### config.mk
export PLATFORM = sky130hd
export DESIGN_NAME = mepf_div
export DESIGN_NICKNAME = d
export VERILOG_FILES = /design/src/sv/mepf_div.sv
export SDC_FILE = /design/constraint.sdc
export NUM_CORES = 1
export LEC_CHECK = 0
export BUFFER_PORTS_ARGS = -buffer_cell sky130_fd_sc_hd__buf_2
export CAP_MARGIN = 20
export CELL_PAD_IN_SITES_DETAIL_PLACEMENT = 0
export CELL_PAD_IN_SITES_GLOBAL_PLACEMENT = 1
export CORE_MARGIN = 5
export CORE_UTILIZATION = 41
export CTS_BUF_LIST = sky130_fd_sc_hd__clkbuf_16
export CTS_CLUSTER_DIAMETER = 40
export DETAILED_ROUTE_END_ITERATION = 8
export PLACE_DENSITY = 0.82
export REMOVE_ABC_BUFFERS = 1
export SLEW_MARGIN = 40
export SYNTH_ARGS = -nofsm -noshare
export SYNTH_HDL_FRONTEND = slang
export SYNTH_SLANG_ARGS = --single-unit
### constraint.sdc
create_clock -name clock -period 3.1 [get_ports clock]
set_input_delay 0.31 -clock clock [delete_from_list [all_inputs] [get_ports clock]]
set_output_delay 0.31 -clock clock [all_outputs]
set_load 0.02 [all_outputs]
### src/sv/mepf_div.sv
module mepf_div #(
   parameter int NUM_W = 13,
   parameter int DEN_W = 7
) (
   input  logic             clock,
   input  logic             reset,
   input  logic             start,
   input  logic [NUM_W-1:0] num,
   input  logic [DEN_W-1:0] den,
   output logic             done,
   output logic [NUM_W-1:0] quot,
   output logic [DEN_W-1:0] rem
);

   // restoring divider, one quotient bit per cycle
   localparam int CNT_W = $clog2(NUM_W + 1);

   logic             busy_ff, busy_in;
   logic             done_ff, done_in;
   logic [CNT_W-1:0] cnt_ff, cnt_in;
   logic [NUM_W-1:0] quo_ff, quo_in;
   logic [DEN_W-1:0] rem_ff, rem_in;
   logic [DEN_W-1:0] den_ff, den_in;

   logic [DEN_W:0] shifted;
   logic [DEN_W:0] diff;
   logic           fits;

   always_comb begin
      shifted = {rem_ff, quo_ff[NUM_W-1]};
      fits    = shifted >= {1'b0, den_ff};
      diff    = shifted - {1'b0, den_ff};

      busy_in = busy_ff;
      done_in = 1'b0;
      cnt_in  = cnt_ff;
      quo_in  = quo_ff;
      rem_in  = rem_ff;
      den_in  = den_ff;

      if (start) begin
         busy_in = 1'b1;
         cnt_in  = CNT_W'(NUM_W);
         quo_in  = num;
         rem_in  = '0;
         den_in  = den;
      end else if (busy_ff) begin
         quo_in = NUM_W'({quo_ff, fits});
         rem_in = fits ? diff[DEN_W-1:0] : shifted[DEN_W-1:0];
         cnt_in = cnt_ff - CNT_W'(1);
         if (cnt_ff == CNT_W'(1)) begin
            busy_in = 1'b0;
            done_in = 1'b1;
         end
      end
   end

   always_ff @(posedge clock) begin
      if (reset) begin
         busy_ff <= 1'b0;
         done_ff <= 1'b0;
         cnt_ff  <= '0;
      end else begin
         busy_ff <= busy_in;
         done_ff <= done_in;
         cnt_ff  <= cnt_in;
      end
      quo_ff <= quo_in;
      rem_ff <= rem_in;
      den_ff <= den_in;
   end

   assign done = done_ff;
   assign quot = quo_ff;
   assign rem  = rem_ff;

endmodule

* Word level (Yosys, flattened, before mapping)
Index checks and enable logic that the tools add are counted.
Storage, ports and cells: bits of input ports 23, logic and storage cells 24, output and inout port bits 21, flip-flop bits (word level) 33
Operators by class: multiplexer cells 9, bitwise gates (word level) 1, $lt $le $gt $ge 1, reductions and logical operators 3, equality and inequality tests 1, $add $sub $neg 2
Operator list (number):
- two-way mux 13 bit | 2
- >= comparator 8 x 7 -> 1 bit | 1
- two-way mux 4 bit | 2
- two-way mux 7 bit | 1
- subtractor 7 bit | 1
- equality test 4 x 1 -> 1 bit (second input constant) | 1
- two-way mux 1 bit | 4
- subtractor 4 x 1 -> 4 bit (second input constant) | 1
- OR reduction 3 bit | 1
- nonzero test 2 bit | 1
- OR reduction 2 bit | 1
- NOT 1 bit | 1

* Depth between registers and ports, before layout
Gate-level depths: netlist (run 1).
depth after elaboration 4, depth in mapped cells 9, mapped depth without buffers 7

* Worst setup path after synthesis (run 1)
No wires, ideal clock.
path kind reg2reg, from register quo_ff[12] (netlist: quot[12]), to register rem_ff[0] (netlist: rem[0]), data required time 3.012 ns, stages on the path, launching flop included 10, setup slack 0.782 ns, data arrival time 2.229 ns, clock period less this slack 2.318 ns, buffers on the path 2, library setup time 0.088 ns, cell sequence edfxtp_1 inv_1 ha_1 fa_1 nand2b_1 a211o_1 buf_6 and3_1 buf_6 a311oi_2
On the way: word-level cells in the longest chain between the ends 2, elaborated cells between the ends (all ways) 3, those cells by class 1 x add/sub; 1 x order compare; 1 x mux
Ends and longest elaborated chain:
- from (decl) | line 21 | logic [NUM_W-1:0] quo_ff, quo_in;
- from (signal assigned) | line 68 | quo_ff <= quo_in;
- subtractor 7 bit / >= comparator 8 x 7 -> 1 bit (equally long branches) | line 32, 31
- two-way mux 7 bit (*) | line 49 | rem_in = fits ? diff[DEN_W-1:0] : shifted[DEN_W-1:0];
- to (signal assigned) | line 69 | rem_ff <= rem_in;
- to (decl) | line 22 | logic [DEN_W-1:0] rem_ff, rem_in;
Every way passes the cells marked *; elsewhere a longest branch is shown, timed or not. A chain may end at the register's enable or synchronous reset.

* Worst setup path after layout (run 1)
Same ends and word-level chain as after synthesis.

==> run metrics, run 1 <==
final setup violation count 0; die area 5900 um2; Crit Path Max Fanout 9; # H-tree levels 2; hold buffer count at CTS 0; initial drt markers 44; Post-DRT Antenna Nets 0; Post-synth EDFFs 20; # fillers 408; Critical Path RT 3.28 ns; clock sinks 33; via count 1,357; Yosys warnings 0; row cnt 24; worst path cell trace inv_1 -> ha_1 -> fa_1 -> nand2b_1 -> a211o_1 -> and3_1 -> a311oi_2; share of post-route cells with drive strength above 1 0.333; synthesized cell area 1830 um2; IO Port Bufs 43; setup tns final 0 ns; Via density 5.30; clock power share 0.367; post-DP HPWL 2690 um; status finished clean; Final Hold Fails 0; Slowest Stage Delay on Critical Path 0.39 ns; Worst-path clk slew 0.05 ns; area delta synth->final 19.5%; CTS tree yes; clock latency on the worst-skew pair 0.27 ns; Slew Limit Headroom 0.495; Pint 897 uW; diode count 0; routed length per instance 14.4 um; Final Slew Violations 0; post-CTS setup buffers 0; sequential-to-total area share from yosys stat 0.470; Max VDD drop 0.369 mV; Power per Cell Area 555 nW/um2; NumNets Final 236; initial antenna violation count 0; number of global-route vias before repair 1,394; critical path class register to register; Slew @ Worst Pin 0.756 ns; Reg power frac 0.443; Layout Skew 0.00365 ns; Sw Pwr 316 uW; gpl congestion 0.708; total length of routed wires 3690 um; CTS buffer count 5; clk root buf clkbuf_16; Synth Instances 162; Post-CTS Resized 0; dominant cell type by area after synthesis edfxtp_1; fin crit period 2.31 ns; kind of end point of the critical path register; global-route wire length before repair 6480 um; Worst Setup Start Kind register; Distinct cells, synth 41; part of the cycle the worst path needs 0.745; DP Area 2050 um2; WHS Path Cells 1; drt drc 0; f_max 0.433 GHz; largest net degree at the start of global routing 29; FF+latch area 861 um2; Avg Cell Area, Syn 11.3 um2; asr flop ratio synth 0; # IOs 44; Synth Register Bits 33; Sw Share 0.261; Multi-input gate area 857 um2; total iterations of the first detailed-routing run 4; Most used DFF post-synth edfxtp_1; post-route cell area 2190 um2; global route total overflow 0; Reg2Reg Depth 7; CTS Buffer Depth 2; P_leak 0.926 nW; crit path max-delay cell type fa_1; share of the synthesized area in the top cell type 0.328; MaxCap Viol Count 0; GR Util All Layers 0.136; Hold Path Class input pin to register; logic gate share of total power 0.190; Initial Utilization 0.420; top cells by area, synth edfxtp_1 (33%), dfxtp_1 (14%), mux2_2 (7.4%); CP Data Arrival Time 2.49 ns; RSZ-0062 raised after global routing false; die height 76.8 um; chip width 76.8 um; area of the core 4350 um2
worst paths after layout:
kind	to	start	slack, ns
worst min-delay path	den_ff[5]$_DFFE_PP_	den[5]	0.21
worst max register to register	rem[0]$_SDFFE_PP0P_	quot[12]$_DFFE_PP_	0.79
worst max-delay path	rem[0]$_SDFFE_PP0P_	quot[12]$_DFFE_PP_	0.79
worst min register to register	cnt_ff[1]$_SDFFE_PP0P_	cnt_ff[1]$_SDFFE_PP0P_	0.51
cell type report:
| cell class | count | area share |
|---|---|---|
| flip-flops and latches | 33 | 0.394 |
| multi-input cells | 106 | 0.392 |
| repair buffers | 43 | 0.0984 |
| clock buffers | 5 | 0.0572 |
| well taps | 52 | 0.0297 |
| inverters | 14 | 0.0240 |
| clock inverters | 3 | 0.00515 |
power by group through the flow:
stage	Sequential [mW]	Clock (mW)	Combinational (mW)
after floorplan	0.571	0	0.130
after global placement	0.545	0	0.231
after detailed placement	0.546	0	0.230
after CTS	0.539	0.466	0.232
after global routing	0.544	0.482	0.255
final	0.538	0.445	0.231
sequential cells by signal, summed over array words and instances, names as in the netlist:
signal / cells
rem: 7
cnt_ff: 4
busy_ff: 1
done: 1
quot: 13
den_ff: 7
through the flow:
stage                util  hold WS [ns]  power, mW  worst slack (ns)  cells
floorplan               -         0.379      0.700             0.845    153
global placement    0.471         0.487      0.777             0.889    248
detailed placement  0.471         0.489      0.776             0.803    248
CTS                 0.502         0.200       1.24             0.801    256
global route        0.502         0.213       1.28             0.665    256
finish              0.502         0.214       1.21             0.790    256
cells in the mapped netlist, types with 2 or more instances:
cell type and number:
edfxtp_1 20, inv_1 14, dfxtp_1 13, mux2_2 12
ha_1 9, a21oi_1 6, and3_1 6, nand2b_1 6
nor2_1 6, nor3b_1 6, clkbuf_1 5, a41oi_1 4
nand2_1 4, nand3b_1 4, o21ai_0 4, xnor2_1 4
a211oi_1 3, a21o_1 3, buf_6 3, a2111oi_0 2
a311oi_2 2, a31oi_1 2, nand4_1 2, o21ai_1 2
o31ai_1 2, or3b_2 2, xor2_1 2
logic make-up (layout without fill, tap and decap cells):
| family | Yosys count | count (layout) | synth area share |
|---|---|---|---|
| simple gates | 43 | 43 | 0.146 |
| compound gates | 35 | 35 | 0.148 |
| mux | 12 | 12 | 0.0738 |
| buf+inv | 23 | 65 | 0.0615 |
| fa+ha+maj | 10 | 10 | 0.0725 |
| flops | 33 | 33 | 0.470 |
| xor+xnor | 6 | 6 | 0.0287 |
per-layer routing:
layer,vias to the layer above,wire length [um],track usage
met1,625,1730,0.174
met5,-,0,0
met4,0,70,0.0629
li1,687,-,-
met2,40,1610,0.205
met3,5,274,0.0492
cell usage in the layout (no fill, tap or decap), drive strengths merged:
cell / n
nor3b: 6
nor4: 1
a211o: 1
fa: 1
nand3b: 4
nor2: 6
edfxtp: 20
a31o: 1
a41oi: 4
o21ai: 6
nand2: 4
or3b: 2
dfxtp: 13
a21oi: 6
a211oi: 4
ha: 9
xnor2: 4
o221ai: 1
o31ai: 2
a21o: 3
buf: 43
o2111ai: 1
xor2: 2
nor3: 1
or2: 2
a2111oi: 2
and3: 6
mux2: 12
or4b: 1
a311oi: 2
nand3: 2
nand4: 2
a31oi: 2
nand2b: 6
clkbuf: 5
inv: 17
critical path: cells and delay by family (launching register included):
kind | cells | cell delay, ns
buffers and inverters | 1 | 0.08
adder cells (fa/ha/maj) | 2 | 0.62
AND/OR/NAND/NOR | 2 | 0.51
flip-flops | 1 | 0.35
AO/OA/AOI/OAI | 2 | 0.66
No activity file was read; power rests on OpenSTA's default activity.
==> run 2: changes to the inputs <==
--- a/config.mk
+++ b/config.mk
@@ -5,12 +5,13 @@
 export SDC_FILE = /design/constraint.sdc
 export NUM_CORES = 1
 export LEC_CHECK = 0
+export ABC_AREA = 1
 export BUFFER_PORTS_ARGS = -buffer_cell sky130_fd_sc_hd__buf_2
 export CAP_MARGIN = 20
 export CELL_PAD_IN_SITES_DETAIL_PLACEMENT = 0
 export CELL_PAD_IN_SITES_GLOBAL_PLACEMENT = 1
 export CORE_MARGIN = 5
-export CORE_UTILIZATION = 41
+export CORE_UTILIZATION = 39
 export CTS_BUF_LIST = sky130_fd_sc_hd__clkbuf_16
 export CTS_CLUSTER_DIAMETER = 40
 export DETAILED_ROUTE_END_ITERATION = 8
==> constraint.sdc (replaced) <==
create_clock -name clock -period 2.35 [get_ports clock]
set_input_delay 0.235 -clock clock [delete_from_list [all_inputs] [get_ports clock]]
set_output_delay 0.235 -clock clock [all_outputs]
set_load 0.02 [all_outputs]
==> run 2 against run 1 <==
Compared with the run above:
- sequential share of layout area decreased by 0.27 points
- die area increased by 2.4%
- area after synthesis decreased by 2.2%
- first-iteration DRC count increased by 34%
- combinational power increased by 27%
- critical path type unchanged
- largest power group unchanged
- non-clock buffer count increased by 1
- final cell count increased by 23%
- final area increased by 0.69%
- sequential power increased by 30%
- largest cell class unchanged
- critical endpoint is now quot[0]$_DFFE_PP_
- highest routed layer unchanged
- worst setup slack got worse by 0.33 ns
==> run metrics, run 2 <==
status finished clean; total length of routed wires 3780 um (+2.4%); share of the synthesized area in the top cell type 0.335 (+0.00734); synthesized cell area 1790 um2 (-2.2%); dominant cell type by area after synthesis edfxtp_1; sequential-to-total area share from yosys stat 0.481 (+0.0105); top cells by area, synth edfxtp_1 (34%), nand2_1 (17%), dfxtp_1 (15%); max reg flops 13 (unchanged); global route total overflow 0 (unchanged); final core occ 0.499 (-0.00343); die height 77.8 um (+1.2%); Yosys warnings 0 (unchanged); Initial Utilization 0.406 (-0.0148); routed length per instance 12.0 um (-17%); initial drt markers 59 (+34%); area delta synth->final 23.0%; P_leak 1.16 nW (+25%); Final Slew Violations 0 (unchanged); FF+latch area 861 um2 (unchanged); IO Port Bufs 43 (unchanged); diode count 0 (unchanged); clk root buf clkbuf_16; part of the cycle the worst path needs 0.806 (+0.0607); hold buffer count at CTS 0 (unchanged); CP Data Arrival Time 1.99 ns (-0.50 ns); Max VDD drop 0.437 mV (+18%); # H-tree levels 2 (unchanged); Reg2Reg Launch Point quot[12]$_DFFE_PP_; largest net degree at the start of global routing 19 (-34%); Via density 4.57 (-14%); Final Hold Fails 0 (unchanged); Layout Skew 0.00486 ns (+0.00121 ns); final setup violation count 0 (unchanged); number of global-route vias before repair 1,404 (+0.72%); CTS Buffer Depth 2 (unchanged); die area 6050 um2 (+2.4%); Placed Cells 307 (+24%); Synth Register Bits 33 (unchanged); global-route wire length before repair 6360 um (-1.8%); # IOs 44 (unchanged); post-DP HPWL 2960 um (+10%); Multi-input gate area 793 um2 (-7.4%); top cells by count, synth nand2_1 (81), inv_1 (30), edfxtp_1 (20); row cnt 24 (unchanged); fin crit period 1.89 ns (-0.416 ns); Hold Path Class input pin to register; # fillers 447 (+9.6%); Synth Instances 214 (+32%); gpl congestion 0.784 (+11%); critical path class register to register; Reg2Reg Depth 10 (+3); setup tns final 0 ns (unchanged); Final Non-Filler Cells 315 (+23%); Worst-path clk slew 0.05 ns (about the same); RSZ-0062 raised after global routing false; f_max 0.528 GHz (+22%); Worst R2R End quot[0]$_DFFE_PP_; Post-DRT Antenna Nets 0 (unchanged); most frequent cells in the layout nand2_1 (81), buf_2 (43), inv_1 (32); CTS tree yes; Post-CTS Resized 0 (unchanged); crit path to quot[0]$_DFFE_PP_; commonest non-fill, non-tap cell in the layout nand2_1; Worst Setup Start Kind register; chip width 77.8 um (+1.2%); most common cell in the netlist nand2_1; Critical Path RT 2.45 ns (-0.83 ns); Crit Path Max Fanout 8 (-1); Avg Cell Area, Syn 8.37 um2 (-26%); via count 1,439 (+6.0%); MaxCap Viol Count 0 (unchanged); asr flop ratio synth 0 (unchanged); kind of end point of the critical path register; Most used DFF post-synth edfxtp_1; FF-to-FF setup slack 0.46 ns (-0.33 ns); drt drc 0 (unchanged); clock latency on the worst-skew pair 0.27 ns (about the same); CTS buffer count 5 (unchanged); Slew Limit Headroom 0.601 (+0.106); Power per Cell Area 720 nW/um2 (+30%); Crit. Startpoint quot[12]$_DFFE_PP_; post-CTS setup buffers 0 (unchanged); share of post-route cells with drive strength above 1 0.236 (-0.0976); NumNets Final 295 (+25%); Distinct cells, synth 29 (-29%); clock sinks 33 (unchanged); Post-synth EDFFs 20 (unchanged); initial antenna violation count 0 (unchanged); Slew @ Worst Pin 0.597 ns (-0.159 ns); GR Util All Layers 0.131 (-0.00520); area of the core 4410 um2 (+1.4%); total iterations of the first detailed-routing run 4 (unchanged)
run 2: cell count changes after synthesis, moves of 4 or more:
cell	delta
nand3_1	+15
inv_1	+16
and3_1	-6
clkbuf_1	-4
nand2b_1	-6
nand2_1	+77
xnor2_1	-4
nor3b_1	-6
mux2_2	-12
a41oi_1	-4
run 2: critical path: stages, from the launching register on:
cell and delay (ns):
edfxtp_1 0.33, inv_1 0.05, ha_1 0.22, fa_1 0.41, inv_1 0.09, nand2_1 0.05, nand2_1 0.07, nand2_1 0.08
nand2_1 0.08, nand2_2 0.11, a31oi_1 0.22
run 2: cell type report:
cell class	instances	area share
flip-flops and latches	33	0.391
multi-input cells	145	0.360
repair buffers	44	0.101
clock buffers	5	0.0568
inverters	33	0.0563
well taps	52	0.0295
clock inverters	3	0.00511
run 2: logic make-up (layout without fill, tap and decap cells):
kind of cell / Yosys count / in the layout / share of synthesized area
XOR/XNOR: 3 / 3 / 0.0147
buffers and inverters: 36 / 85 / 0.0762
AND/OR/NAND/NOR: 120 / 120 / 0.308
adder cells (fa/ha/maj): 10 / 10 / 0.0741
flip-flops: 33 / 33 / 0.481
AO/OA/AOI/OAI: 12 / 12 / 0.0461
run 2: how the worst min path moves through the flow:
stage | from | end | slack [ns] | depth (start not counted)
after detailed placement | den[3] | den_ff[3]$_DFFE_PP_ | 0.41 | 1
after CTS | den[3] | den_ff[3]$_DFFE_PP_ | 0.13 | 1
final | den[3] | den_ff[3]$_DFFE_PP_ | 0.14 | 1
after floorplan | reset | cnt_ff[3]$_SDFFE_PP0P_ | 0.30 | 1
after global placement | den[4] | den_ff[4]$_DFFE_PP_ | 0.41 | 1
after global routing | den[5] | den_ff[5]$_DFFE_PP_ | 0.13 | 1
run 2: per-layer routing:
layer / wire length (um) / track usage / vias up
met5: 0 / 0 / -
met4: 38 / 0.0464 / 0
met3: 262 / 0.0486 / 3
met2: 1720 / 0.204 / 32
met1: 1760 / 0.167 / 627
li1: - / - / 777
run 2: per-stage QoR:
| step | cell area, um2 | setup WS [ns] | hold WS [ns] | power [mW] |
|---|---|---|---|---|
| final | 2200 | 0.456 | 0.139 | 1.59 |
| after global routing | 2200 | 0.324 | 0.131 | 1.67 |
| after floorplan | 1780 | 0.516 | 0.304 | 0.907 |
| after global placement | 2070 | 0.512 | 0.413 | 1.00 |
| after CTS | 2200 | 0.459 | 0.132 | 1.61 |
| after detailed placement | 2070 | 0.499 | 0.414 | 1.01 |
run 2: power by group:
group          leakage, nW  switching, mW  internal (mW)
Sequential           0.308         0.0279          0.671
Combinational        0.779          0.187          0.106
Clock               0.0738          0.214          0.380
Total                 1.16          0.429           1.16
